**config.mk**
```make
export PLATFORM = sky130hd
export DESIGN_NAME = fragment_deframer_dup_filter_flat
export DESIGN_NICKNAME = d
export VERILOG_FILES = /design/src/hw/rtl/fdd_pkg.sv /design/src/hw/rtl/fdd_if.sv /design/src/hw/rtl/fdd_queue.sv /design/src/hw/rtl/fdd_parser.sv /design/src/hw/rtl/fragment_deframer_dup_filter.sv /design/src/flat_wrapper.sv
export SDC_FILE = /design/constraint.sdc
export NUM_CORES = 1
export LEC_CHECK = 0
export ABC_CLOCK_PERIOD_IN_PS = 8100
export BUFFER_PORTS_ARGS = -buffer_cell sky130_fd_sc_hd__buf_2
export CELL_PAD_IN_SITES_DETAIL_PLACEMENT = 0
export CELL_PAD_IN_SITES_GLOBAL_PLACEMENT = 1
export CORE_MARGIN = 1.5
export CORE_UTILIZATION = 51
export CTS_BUF_LIST = sky130_fd_sc_hd__clkbuf_8
export DETAILED_ROUTE_END_ITERATION = 8
export MAX_ROUTING_LAYER = met4
export PLACE_DENSITY_LB_ADDON = 0.1
export REMOVE_ABC_BUFFERS = 1
export SETUP_SLACK_MARGIN = 0.05
export SKIP_LAST_GASP = 1
export SLEW_MARGIN = 25
export SYNTH_ARGS = -nofsm -noshare
export SYNTH_HDL_FRONTEND = slang
export SYNTH_SLANG_ARGS = --single-unit
```
**constraint.sdc**
```tcl
create_clock -name i_clk -period 8.1 [get_ports i_clk]
set_clock_uncertainty 0.15 [all_clocks]
set_input_delay 0.81 -clock i_clk [delete_from_list [all_inputs] [get_ports i_clk]]
set_output_delay 0.81 -clock i_clk [all_outputs]
set_load 0.005 [all_outputs]
```
**src/hw/rtl/fdd_pkg.sv**
```systemverilog
// Package for the fragment deframer: codes, the result record and the
// decimal accumulator shared by the parser, the result queue and the top level.
// Depends on nothing.
package fdd_pkg;

    localparam int NUMBER_BITS = 16;
    localparam int FRAG_W      = 16;

    localparam logic [NUMBER_BITS-1:0] NUM_MAX   = '1;
    localparam logic [7:0]             FIELD_SEP = 8'h3A;
    localparam logic [7:0]             DIGIT_0   = 8'h30;
    localparam logic [7:0]             DIGIT_9   = 8'h39;

    typedef enum logic [2:0] {
        POS_IDLE    = 3'd0,
        POS_TOTAL   = 3'd1,
        POS_NUMBER  = 3'd2,
        POS_SIZE    = 3'd3,
        POS_NAME    = 3'd4,
        POS_PAYLOAD = 3'd5,
        POS_SKIP    = 3'd6
    } t_pos;

    typedef enum logic [1:0] {
        KIND_NAME    = 2'd0,
        KIND_PAYLOAD = 2'd1,
        KIND_VERDICT = 2'd2
    } t_kind;

    typedef enum logic [1:0] {
        VERD_ACCEPT = 2'd0,
        VERD_LAST   = 2'd1,
        VERD_DUP    = 2'd2
    } t_verdict;

    typedef struct packed {
        logic [1:0]        kind;
        logic [7:0]        data;
        logic [1:0]        code;
        logic [FRAG_W-1:0] frag;
        logic              last;
    } t_result;

    // Results of one byte handed to the queue, at most two per byte.
    typedef struct packed {
        logic [1:0] count;
        t_result    res0;
        t_result    res1;
    } t_push;

    // Multiply by ten and add a digit, saturating at the field maximum.
    function automatic logic [NUMBER_BITS-1:0] acc_dec(
        input logic [NUMBER_BITS-1:0] acc,
        input logic [3:0]             digit
    );
        logic [NUMBER_BITS+3:0] wide;
        logic [NUMBER_BITS+3:0] v;
        wide = (NUMBER_BITS+4)'(acc);
        v = (wide << 3) + (wide << 1) + (NUMBER_BITS+4)'(digit);
        if (v > (NUMBER_BITS+4)'(NUM_MAX)) begin
            return NUM_MAX;
        end
        return v[NUMBER_BITS-1:0];
    endfunction

    // Low bits of a number field as shown in a result.
    function automatic logic [FRAG_W-1:0] to_frag(input logic [NUMBER_BITS-1:0] x);
        logic [31:0] w;
        w = 32'(x);
        return w[FRAG_W-1:0];
    endfunction

endpackage

```
**src/hw/rtl/fdd_if.sv**
```systemverilog
// Valid/ready channel interfaces of the fragment deframer.
// fdd_in_if carries received bytes, fdd_out_if carries result records.
// Depends on nothing.
interface fdd_in_if;
    logic       valid;
    logic       ready;
    logic [7:0] data_byte;
    logic       first_of_datagram;

    modport source (output valid, output data_byte, output first_of_datagram, input ready);
    modport sink   (input valid, input data_byte, input first_of_datagram, output ready);
endinterface

interface fdd_out_if;
    logic        valid;
    logic        ready;
    logic [1:0]  out_kind;
    logic [7:0]  out_byte;
    logic [1:0]  verdict_code;
    logic [15:0] fragment_number;
    logic        last_of_run;

    modport source (output valid, output out_kind, output out_byte, output verdict_code,
                    output fragment_number, output last_of_run, input ready);
    modport sink   (input valid, input out_kind, input out_byte, input verdict_code,
                    input fragment_number, input last_of_run, output ready);
endinterface

```
**src/hw/rtl/fdd_queue.sv**
```systemverilog
// Four-entry result queue of the fragment deframer; takes up to two results
// per cycle and gives one per transfer. Depends on fdd_pkg.
module fdd_queue (
    input  logic           i_clk,
    input  logic           i_rst_n,
    input  fdd_pkg::t_push i_push,
    output logic           o_room,
    output logic           o_valid,
    input  logic           i_ready,
    output fdd_pkg::t_result o_res
);
    import fdd_pkg::*;

    t_result    r_mem [4];
    logic [1:0] r_wr_ptr, n_wr_ptr;
    logic [1:0] r_rd_ptr, n_rd_ptr;
    logic [2:0] r_count, n_count;
    logic       pop;

    assign o_valid = (r_count != 3'd0);
    assign o_res   = r_mem[r_rd_ptr];
    assign pop     = o_valid && i_ready;
    // Two free slots whatever happens at the output this cycle.
    assign o_room  = (r_count < 3'd3);

    always_comb begin
        n_wr_ptr = r_wr_ptr + 2'(i_push.count);
        n_rd_ptr = r_rd_ptr + 2'(pop);
        n_count  = r_count + 3'(i_push.count) - 3'(pop);
    end

    always_ff @(posedge i_clk) begin
        if (!i_rst_n) begin
            r_wr_ptr <= '0;
            r_rd_ptr <= '0;
            r_count  <= '0;
        end else begin
            r_wr_ptr <= n_wr_ptr;
            r_rd_ptr <= n_rd_ptr;
            r_count  <= n_count;
        end
    end

    always_ff @(posedge i_clk) begin
        if (i_push.count != 2'd0) begin
            r_mem[r_wr_ptr] <= i_push.res0;
        end
        if (i_push.count == 2'd2) begin
            r_mem[r_wr_ptr + 2'd1] <= i_push.res1;
        end
    end

endmodule

```
**src/hw/rtl/fdd_parser.sv**
```systemverilog
// Datagram parser of the fragment deframer: input register, field state and
// the single-pass step logic that produces up to two results per byte.
// Depends on fdd_pkg and fdd_if.
module fdd_parser (
    input  logic           i_clk,
    input  logic           i_rst_n,
    fdd_in_if.sink         i_in,
    input  logic           i_room,
    output fdd_pkg::t_push o_push
);
    import fdd_pkg::*;

    localparam int NB = NUMBER_BITS;

    // Input register.
    logic       r_in_valid;
    logic [7:0] r_in_byte;
    logic       r_in_first;

    // Parse state.
    t_pos         r_pos, n_pos;
    logic [NB-1:0] r_total, n_total;
    logic [NB-1:0] r_frag, n_frag;
    logic [NB-1:0] r_size, n_size;
    logic [NB-1:0] r_seen, n_seen;
    logic [NB-1:0] r_high, n_high;
    logic r_ended, n_ended;
    logic r_dup, n_dup;
    logic r_started, n_started;
    logic r_done, n_done;

    logic          step, active;
    t_pos          pos_e;
    logic [NB-1:0] total_e, frag_e, size_e, seen_e;
    logic          ended_e, dup_e;
    logic          is_sep, is_digit;
    logic [3:0]    digit;
    logic [NB:0]   seen_inc;
    logic          emit_data, emit_verdict;
    t_kind         data_kind;
    t_verdict      code;
    t_result       data_res, verd_res;

    assign step   = r_in_valid && i_room;
    assign active = step && !r_done;
    assign i_in.ready = !r_in_valid || step;

    always_ff @(posedge i_clk) begin
        if (!i_rst_n) begin
            r_in_valid <= 1'b0;
        end else if (i_in.ready) begin
            r_in_valid <= i_in.valid;
        end
    end

    always_ff @(posedge i_clk) begin
        if (i_in.ready && i_in.valid) begin
            r_in_byte  <= i_in.data_byte;
            r_in_first <= i_in.first_of_datagram;
        end
    end

    // A first-byte flag restarts parsing with cleared fields.
    always_comb begin
        pos_e   = r_in_first ? POS_TOTAL : r_pos;
        total_e = r_in_first ? '0 : r_total;
        frag_e  = r_in_first ? '0 : r_frag;
        size_e  = r_in_first ? '0 : r_size;
        seen_e  = r_in_first ? '0 : r_seen;
        ended_e = r_in_first ? 1'b0 : r_ended;
        dup_e   = r_in_first ? 1'b0 : r_dup;
    end

    assign is_sep   = (r_in_byte == FIELD_SEP);
    assign is_digit = !ended_e && (r_in_byte >= DIGIT_0) && (r_in_byte <= DIGIT_9);
    assign digit    = 4'(r_in_byte - DIGIT_0);
    assign seen_inc = (NB+1)'(seen_e) + (NB+1)'(1);

    assign emit_data = ((pos_e == POS_NAME) && !is_sep && !dup_e && !r_started)
                    || ((pos_e == POS_PAYLOAD) && !dup_e);
    assign emit_verdict = ((pos_e == POS_NAME) && is_sep && (size_e == '0))
                       || ((pos_e == POS_PAYLOAD) && (seen_inc >= (NB+1)'(size_e)));
    assign data_kind = (pos_e == POS_NAME) ? KIND_NAME : KIND_PAYLOAD;

    always_comb begin
        if (dup_e) begin
            code = VERD_DUP;
        end else if (frag_e == total_e) begin
            code = VERD_LAST;
        end else begin
            code = VERD_ACCEPT;
        end
    end

    // Next state.
    always_comb begin
        n_pos     = r_pos;
        n_total   = r_total;
        n_frag    = r_frag;
        n_size    = r_size;
        n_seen    = r_seen;
        n_high    = r_high;
        n_ended   = r_ended;
        n_dup     = r_dup;
        n_started = r_started;
        n_done    = r_done;
        if (active) begin
            n_pos   = pos_e;
            n_total = total_e;
            n_frag  = frag_e;
            n_size  = size_e;
            n_seen  = seen_e;
            n_ended = ended_e;
            n_dup   = dup_e;
            case (pos_e)
                POS_TOTAL, POS_NUMBER, POS_SIZE: begin
                    if (is_sep) begin
                        if (pos_e == POS_NUMBER) begin
                            n_dup = (frag_e <= r_high);
                        end
                        n_ended = 1'b0;
                        n_pos   = t_pos'(pos_e + 3'd1);
                    end else if (is_digit) begin
                        if (pos_e == POS_TOTAL) begin
                            n_total = acc_dec(total_e, digit);
                        end else if (pos_e == POS_NUMBER) begin
                            n_frag = acc_dec(frag_e, digit);
                        end else begin
                            n_size = acc_dec(size_e, digit);
                        end
                    end else begin
                        n_ended = 1'b1;
                    end
                end
                POS_NAME: begin
                    if (is_sep) begin
                        n_pos = POS_PAYLOAD;
                    end
                end
                POS_PAYLOAD: begin
                    n_seen = seen_inc[NB-1:0];
                end
                default: begin
                end
            endcase
            if (emit_verdict) begin
                n_pos = POS_SKIP;
                if (!dup_e) begin
                    n_high    = frag_e;
                    n_started = 1'b1;
                    n_done    = (code == VERD_LAST);
                end
            end
        end
    end

    // Results of this byte.
    always_comb begin
        data_res.kind = data_kind;
        data_res.data = r_in_byte;
        data_res.code = VERD_ACCEPT;
        data_res.frag = to_frag(frag_e);
        data_res.last = !emit_verdict;
        verd_res.kind = KIND_VERDICT;
        verd_res.data = '0;
        verd_res.code = code;
        verd_res.frag = to_frag(frag_e);
        verd_res.last = 1'b1;
        o_push.count = '0;
        o_push.res0  = emit_data ? data_res : verd_res;
        o_push.res1  = verd_res;
        if (active) begin
            o_push.count = 2'(emit_data) + 2'(emit_verdict);
        end
    end

    always_ff @(posedge i_clk) begin
        if (!i_rst_n) begin
            r_pos     <= POS_IDLE;
            r_total   <= '0;
            r_frag    <= '0;
            r_size    <= '0;
            r_seen    <= '0;
            r_high    <= '0;
            r_ended   <= 1'b0;
            r_dup     <= 1'b0;
            r_started <= 1'b0;
            r_done    <= 1'b0;
        end else begin
            r_pos     <= n_pos;
            r_total   <= n_total;
            r_frag    <= n_frag;
            r_size    <= n_size;
            r_seen    <= n_seen;
            r_high    <= n_high;
            r_ended   <= n_ended;
            r_dup     <= n_dup;
            r_started <= n_started;
            r_done    <= n_done;
        end
    end

endmodule

```
**src/hw/rtl/fragment_deframer_dup_filter.sv**
```systemverilog
// Fragment deframer with duplicate filter. Received datagram bytes come in one
// per transfer on i_in, the first byte of each datagram flagged. A datagram is
// "total:number:size:name:" and payload; the numbers are decimal, saturate at
// the field maximum and end at the first non-digit. Fragments whose number is
// not above the highest one accepted so far are duplicates and produce only a
// verdict. The name bytes come out for the first accepted fragment alone, the
// payload bytes for every accepted one, and a verdict follows the last payload
// byte (or the colon after the name when the size is zero). After the last
// fragment is accepted all further input is ignored; a datagram cut short by a
// new first-byte flag gives no verdict. Each byte passes through the input
// register and the step logic into the four-entry result queue, and the
// block takes one byte per cycle; a byte that yields two results (payload and
// verdict) puts both into the queue, and input stalls only while the queue
// holds three or more results.
module fragment_deframer_dup_filter (
    input  logic       i_clk,
    input  logic       i_rst_n,
    fdd_in_if.sink     i_in,
    fdd_out_if.source  o_out
);
    import fdd_pkg::*;

    t_push   push;
    logic    room;
    logic    out_valid;
    t_result out_res;

    // Parser: input register and the per-byte step.
    fdd_parser u_parser (
        .i_clk   (i_clk),
        .i_rst_n (i_rst_n),
        .i_in    (i_in),
        .i_room  (room),
        .o_push  (push)
    );

    // Result queue: parts the parser from a stalled output.
    fdd_queue u_queue (
        .i_clk   (i_clk),
        .i_rst_n (i_rst_n),
        .i_push  (push),
        .o_room  (room),
        .o_valid (out_valid),
        .i_ready (o_out.ready),
        .o_res   (out_res)
    );

    assign o_out.valid           = out_valid;
    assign o_out.out_kind        = out_res.kind;
    assign o_out.out_byte        = out_res.data;
    assign o_out.verdict_code    = out_res.code;
    assign o_out.fragment_number = out_res.frag;
    assign o_out.last_of_run     = out_res.last;

endmodule
```
**src/flat_wrapper.sv**
```systemverilog
// flat-port wrapper written by rule: the top's interface ports become plain ports
module fragment_deframer_dup_filter_flat import fdd_pkg::*;
  (i_clk, i_rst_n, i_in_valid, i_in_data_byte, i_in_first_of_datagram, i_in_ready, o_out_valid, o_out_out_kind, o_out_out_byte, o_out_verdict_code, o_out_fragment_number, o_out_last_of_run, o_out_ready);
  fdd_in_if i_in_i ();
  fdd_out_if o_out_i ();
  input  logic i_clk;
  input  logic i_rst_n;
  input wire logic [$bits(i_in_i.valid)-1:0] i_in_valid;
  input wire logic [$bits(i_in_i.data_byte)-1:0] i_in_data_byte;
  input wire logic [$bits(i_in_i.first_of_datagram)-1:0] i_in_first_of_datagram;
  output wire logic [$bits(i_in_i.ready)-1:0] i_in_ready;
  output wire logic [$bits(o_out_i.valid)-1:0] o_out_valid;
  output wire logic [$bits(o_out_i.out_kind)-1:0] o_out_out_kind;
  output wire logic [$bits(o_out_i.out_byte)-1:0] o_out_out_byte;
  output wire logic [$bits(o_out_i.verdict_code)-1:0] o_out_verdict_code;
  output wire logic [$bits(o_out_i.fragment_number)-1:0] o_out_fragment_number;
  output wire logic [$bits(o_out_i.last_of_run)-1:0] o_out_last_of_run;
  input wire logic [$bits(o_out_i.ready)-1:0] o_out_ready;
  assign i_in_i.valid = i_in_valid;
  assign i_in_i.data_byte = i_in_data_byte;
  assign i_in_i.first_of_datagram = i_in_first_of_datagram;
  assign i_in_ready = i_in_i.ready;
  assign o_out_valid = o_out_i.valid;
  assign o_out_out_kind = o_out_i.out_kind;
  assign o_out_out_byte = o_out_i.out_byte;
  assign o_out_verdict_code = o_out_i.verdict_code;
  assign o_out_fragment_number = o_out_i.fragment_number;
  assign o_out_last_of_run = o_out_i.last_of_run;
  assign o_out_i.ready = o_out_ready;
  fragment_deframer_dup_filter u_core (.i_clk(i_clk), .i_rst_n(i_rst_n), .i_in(i_in_i), .o_out(o_out_i));
endmodule
```
==> metrics, run 1 <==
synthesized instance count 1493; Synth-to-Final Area Change 9.27%; # port buffers 43; CTS H-tree lvls 2; Post-CTS Setup Bufs 0; antenna violations before repair 0; clock sink count 220; syn_area_per_cell 9.36 um^2; critical path capture point type register; ant diodes 0; Starting Density 0.519; Peak VDD IR 0.0938 mV; HP Class in -> reg; fin crit share 0.824; Relative slew margins 0.417; layout net count 1678; cts repair resizes 0; commonest register cell after synthesis dfxtp_1; pre-CTS setup slack 1.46 ns; RSZ-0062 raised after global routing false; mapped cell area 0.0140 mm^2; P_leak 0.00642 uW; TritonCTS buffer count 38; post-route ant nets 0; Die X 169 um; vias in the first global route 10800; num ports 44; DRC Markers 0; Max Clk Rate 150 MHz; First DRT Iteration DRCs 804; Hold Slack 0.302 ns; Final Max Slew Viols 0; Hold-fix buffers, CTS 0; largest net degree at the start of global routing 58; Crit Path Category reg -> reg; share of the synthesized area in the top cell type 0.199; Post-synth EDFFs 81; GPL Wtd Cong 0.857; CTS Buffer Depth 3; Synth top cells by count nor2_1, dfxtp_1, ha_1; worst setup margin 1.42 ns; final setup TNS 0 ns; Slew @ Worst Pin 0.873 ns; die area 0.0284 mm^2; Seq/Total Area, Yosys 0.373; Critical Path AT 6.68 ns; outcome completed; PwrDens 170 mW/mm^2; Netlist cell types 82; CTS tree done; endpoints failing setup 0; final hold vios 0; num rows 60; All-Layer GR Usage 0.257; Seq cells post-synth 220; GRT overflow 0; share of cells above drive strength 1 0.116; overall routed net length 34.7 mm; crit path max fanout 27; die height 169 um; Skew-Pair Late Insertion Delay 0.53 ns; largest area contributor in the netlist dfxtp_1; DR WL/cell 18.3 um; Final HPWL DP 24.9 mm; fin crit period 6.68 ns; most frequent cell after synthesis nor2_1; # fillers 2451; first-pass GRT wire length 57.2 mm; CTS root buffer clkbuf_8; Via density 5.92; maxcap violations 0; type of origin of the critical path register; largest cells by area after synthesis dfxtp_1, edfxtp_1, ha_1; YS warnings 0; Vias 11200; Initial DRT Pass Iterations 8; core area 0.0270 mm^2; Critical Path RT 8.11 ns; Clk pin slew, worst setup/hold paths 0.06 ns; post-synthesis async set-or-reset flop share 0
-- cells in the final DEF, fill, tap and decap left out, types with 8 or more instances in the layout --
cell type	n
nand2b_1	44
nor2b_1	38
edfxtp_1	81
nor2_1	148
a22o_1	44
nand4_1	27
xor2_1	29
a22oi_1	10
nand3_1	31
dfxtp_1	138
mux4_2	29
buf_4	15
clkbuf_8	49
a31oi_1	10
a211oi_1	9
nor3_1	30
clkinv_2	8
a21o_1	35
o21ai_0	109
o21a_1	13
xnor2_1	36
inv_1	83
nand2_1	88
and2_1	18
buf_2	43
and3_1	12
a21oi_1	92
o31ai_1	9
ha_1	138
-- routing by layer --
layer	track usage	up-vias	routed length (um)
li1	-	5527	-
met1	0.358	5393	17000
met2	0.396	230	15500
met3	0.0365	43	1590
met4	0.0602	0	623
met5	-	-	0
-- per-stage QoR --
stage / cells / total power (uW) / instance area (um^2) / util
floorplan: 1424 / 1450 / 13700 / -
global placement: 1823 / 1570 / 14500 / 0.537
detailed placement: 1823 / 1570 / 14500 / 0.537
CTS: 1892 / 2620 / 15300 / 0.566
global route: 1892 / 2700 / 15300 / 0.567
finish: 1892 / 2590 / 15300 / 0.567
-- state kept, by name, indices dropped and copies added (netlist names), 8 cells and up --
register,flops
u_core.u_parser.r_seen,16
u_core.u_parser.r_frag,16
u_core.u_parser.r_total,16
u_core.u_parser.r_in_byte,8
u_core.u_queue.r_mem,116
u_core.u_parser.r_high,16
u_core.u_parser.r_size,16
-- worst max-delay path: stages, from the launching register on --
cell and delay (ns):
edfxtp_1 0.43, nor2b_1 0.19, ha_1 0.29, nand2_1 0.13, nor4_2 0.45, nand3_1 0.24, or2_0 0.27, xor2_1 0.15
nor2_1 0.14, ha_1 0.27, nand4_1 0.10, o211ai_1 0.11, a211oi_1 0.32, nand3b_1 0.63, and2_1 0.43, ha_1 0.35
o21ai_0 0.15, nor3_1 0.57, a31oi_2 0.05, buf_4 0.27, inv_1 0.60
-- final timing paths --
path | startpoint | to | slack (ns) | cells after the start
worst max register to register | u_core.u_parser.r_in_first$_DFFE_PP_ | u_core.u_queue.r_mem[0][18]$_DFFE_PP_ | 1.42 | 20
worst min-delay path | i_in_data_byte[4] | u_core.u_parser.r_in_byte[4]$_DFFE_PP_ | 0.30 | 1
worst max-delay path | u_core.u_parser.r_in_first$_DFFE_PP_ | u_core.u_queue.r_mem[0][18]$_DFFE_PP_ | 1.42 | 20
worst min register to register | u_core.u_parser.r_high[9]$_SDFFE_PN0P_ | u_core.u_parser.r_high[9]$_SDFFE_PN0P_ | 0.31 | 2
-- area by class of cell --
class                      instances  area [um^2]  share of cell area
multi-input combinational       1128         8220               0.538
timing repair buffer              58          328              0.0215
clock inverter                    20          123             0.00803
sequential                       220         5220               0.342
tap                              341          427              0.0279
inverter                          76          285              0.0187
clock buffer                      49          674              0.0442
-- where the power goes --
part           leakage, uW  switching, uW  internal [uW]
combinational      0.00425            158            146
clock             0.000448            466            580
sequential         0.00172           64.8           1180
total              0.00642            689           1900
-- kinds of logic after synthesis --
kind of cell               count (synthesis)  synth area share
muxes                                     35            0.0512
and+or+nand+nor                          484             0.176
xor gates and xnor gates                  65            0.0407
buffers and inverters                    145            0.0409
adders and majority gates                143             0.131
AOI/OAI and AO/OA                        401             0.188
DFF                                      220             0.373
No activity file was read; power rests on OpenSTA's default activity.
==> inputs of run 2 (changes only) <==
--- a/config.mk
+++ b/config.mk
@@ -5,12 +5,12 @@
 export SDC_FILE = /design/constraint.sdc
 export NUM_CORES = 1
 export LEC_CHECK = 0
-export ABC_CLOCK_PERIOD_IN_PS = 8100
+export ABC_CLOCK_PERIOD_IN_PS = 5400
 export BUFFER_PORTS_ARGS = -buffer_cell sky130_fd_sc_hd__buf_2
 export CELL_PAD_IN_SITES_DETAIL_PLACEMENT = 0
 export CELL_PAD_IN_SITES_GLOBAL_PLACEMENT = 1
 export CORE_MARGIN = 1.5
-export CORE_UTILIZATION = 51
+export CORE_UTILIZATION = 46
 export CTS_BUF_LIST = sky130_fd_sc_hd__clkbuf_8
 export DETAILED_ROUTE_END_ITERATION = 8
 export MAX_ROUTING_LAYER = met4
==> constraint.sdc (replaced) <==
create_clock -name i_clk -period 5.4 [get_ports i_clk]
set_clock_uncertainty 0.15 [all_clocks]
set_input_delay 0.54 -clock i_clk [delete_from_list [all_inputs] [get_ports i_clk]]
set_output_delay 0.54 -clock i_clk [all_outputs]
set_load 0.005 [all_outputs]
==> metrics, run 2 (synthesized netlist as in run 1, its figures left out) <==
Die X 177 um (was 169 um); Vias 11200 (about the same); P_leak 0.00652 uW (was 0.00642 uW); DR WL/cell 18.0 um (was 18.3 um); critical path capture point type register (unchanged); CTS H-tree lvls 2 (unchanged); GRT overflow 0 (unchanged); Starting Density 0.469 (was 0.519); layout net count 1702 (was 1678); Via density 5.71 (was 5.92); TritonCTS buffer count 38 (unchanged); Top reg by flops u_core.u_queue.r_mem (unchanged); crit path max fanout 28 (was 27); # fillers 2788 (was 2451); Max Clk Rate 199 MHz (was 150 MHz); routed length on met2 16.2 mm (was 15.5 mm); outcome completed (unchanged); Initial DRT Pass Iterations 5 (was 8); final setup TNS 0 ns (unchanged); CTS root buffer clkbuf_8 (unchanged); clock sink count 220 (unchanged); Synth-to-Final Area Change 11.3% (was 9.27%); CTS tree done (unchanged); first-pass GRT wire length 57.7 mm (was 57.2 mm); area of the multi-input gates 0.00824 mm^2 (was 0.00822 mm^2); fin crit share 0.931 (was 0.824); FF/Latch Area 0.00522 mm^2 (unchanged); Largest register FFs 116 (unchanged); num rows 63 (was 60); fin crit period 5.03 ns (was 6.68 ns); Critical Path AT 5.28 ns (was 6.68 ns); final hold vios 0 (unchanged); RSZ-0062 raised after global routing false (unchanged); type of origin of the critical path register (unchanged); CTS Buffer Depth 3 (unchanged); Final Max Slew Viols 0 (unchanged); ant diodes 0 (unchanged); Slew @ Worst Pin 0.846 ns (was 0.873 ns); commonest non-fill, non-tap cells in the layout nor2_1, ha_1, dfxtp_1 (unchanged); Clk pin slew, worst setup/hold paths 0.06 ns (about the same); Post-Route M1 WL 17.1 mm (was 17.0 mm); All-Layer GR Usage 0.236 (was 0.257); Relative slew margins 0.435 (was 0.417); Peak VDD IR 0.132 mV (was 0.0938 mV); commonest non-fill, non-tap cell in the layout nor2_1 (unchanged); endpoints failing setup 0 (unchanged); share of cells above drive strength 1 0.127 (was 0.116); Max Used Layer met4 (unchanged); overall routed net length 35.4 mm (was 34.7 mm); metal3 WL 1.37 mm (was 1.59 mm); # port buffers 43 (unchanged); Crit Path Category reg -> reg (unchanged); largest net degree at the start of global routing 70 (was 58); DRC Markers 0 (unchanged); Final HPWL DP 25.8 mm (was 24.9 mm); GPL Wtd Cong 0.830 (was 0.857); maxcap violations 0 (unchanged); die area 0.0314 mm^2 (was 0.0284 mm^2); Skew-Pair Late Insertion Delay 0.54 ns (was 0.53 ns); First DRT Iteration DRCs 661 (was 804); core area 0.0298 mm^2 (was 0.0270 mm^2); die height 177 um (was 169 um); vias in the first global route 10900 (was 10800); PwrDens 248 mW/mm^2 (was 170 mW/mm^2); Critical Path RT 5.66 ns (was 8.11 ns); antenna violations before repair 0 (unchanged); Util after Layout 0.522 (was 0.567); num ports 44 (unchanged); post-route ant nets 0 (unchanged); HP Class in -> reg (unchanged)
run 2: final timing paths:
check	start	to	slack, ns	cells past startpoint
setup / recovery	u_core.u_parser.r_in_first$_DFFE_PP_	u_core.u_queue.r_count[2]$_SDFF_PN0_	0.37	21
hold / removal	i_in_data_byte[6]	u_core.u_parser.r_in_byte[6]$_DFFE_PP_	0.03	1
setup reg to reg	u_core.u_parser.r_in_first$_DFFE_PP_	u_core.u_queue.r_count[2]$_SDFF_PN0_	0.37	21
hold reg to reg	u_core.u_parser.r_high[6]$_SDFFE_PN0P_	u_core.u_parser.r_high[6]$_SDFFE_PN0P_	0.30	2
run 2: final cells by class:
cell class	count	share of cell area
multi-input cells	1128	0.530
flip-flops and latches	220	0.336
clock buffers	47	0.0416
repair buffers	82	0.0346
well taps	390	0.0314
inverters	76	0.0191
clock inverters	22	0.00797
run 2: per-stage QoR:
stage / hold WS, ns / worst slack, ns / instance area, um^2 / std cells / power [uW]
floorplan: 0.276 / -1.88 / 13700 / 1424 / 2180
global placement: 0.288 / 0.199 / 14700 / 1891 / 2360
detailed placement: 0.295 / 0.179 / 14700 / 1891 / 2360
CTS: 0.000613 / 0.0985 / 15500 / 1961 / 3900
global route: 0.00137 / 0.0391 / 15600 / 1965 / 4030
finish: 0.0257 / 0.373 / 15600 / 1965 / 3860
run 2: critical path, cell delays in order, from the launching register on:
cell and delay, ns:
edfxtp_1 0.46, buf_6 0.22, nand3b_1 0.20, nor4_2 0.29, buf_4 0.19, and3_1 0.22, nand3_1 0.11, xor2_1 0.14
nor2_1 0.08, ha_1 0.30, o21a_1 0.18, a21oi_1 0.08, a211o_1 0.32, nand3b_1 0.11, and2_1 0.23, ha_1 0.30
nand2_1 0.17, ha_1 0.33, fa_1 0.43, xnor2_1 0.19, xnor2_1 0.14, nor2_1 0.05
run 2: power breakdown:
part	internal [uW]	total [uW]	leakage (uW)	switching [uW]
Clock	838	1540	0.000449	697
Combinational	226	462	0.00436	237
Sequential	1770	1860	0.00172	97.0
run 2: routing by layer:
layer / GRT usage / up-vias
met5: - / -
li1: - / 5582
met3: 0.0332 / 49
met2: 0.380 / 205
met1: 0.314 / 5387
met4: 0.0585 / 0
run 2: repair_timing:
action,in CTS,in global routing
hold buffers,1,3
setup buffers,0,1
resized for setup,0,10
hold endpoints to repair,1,3
setup endpoints to repair,0,110
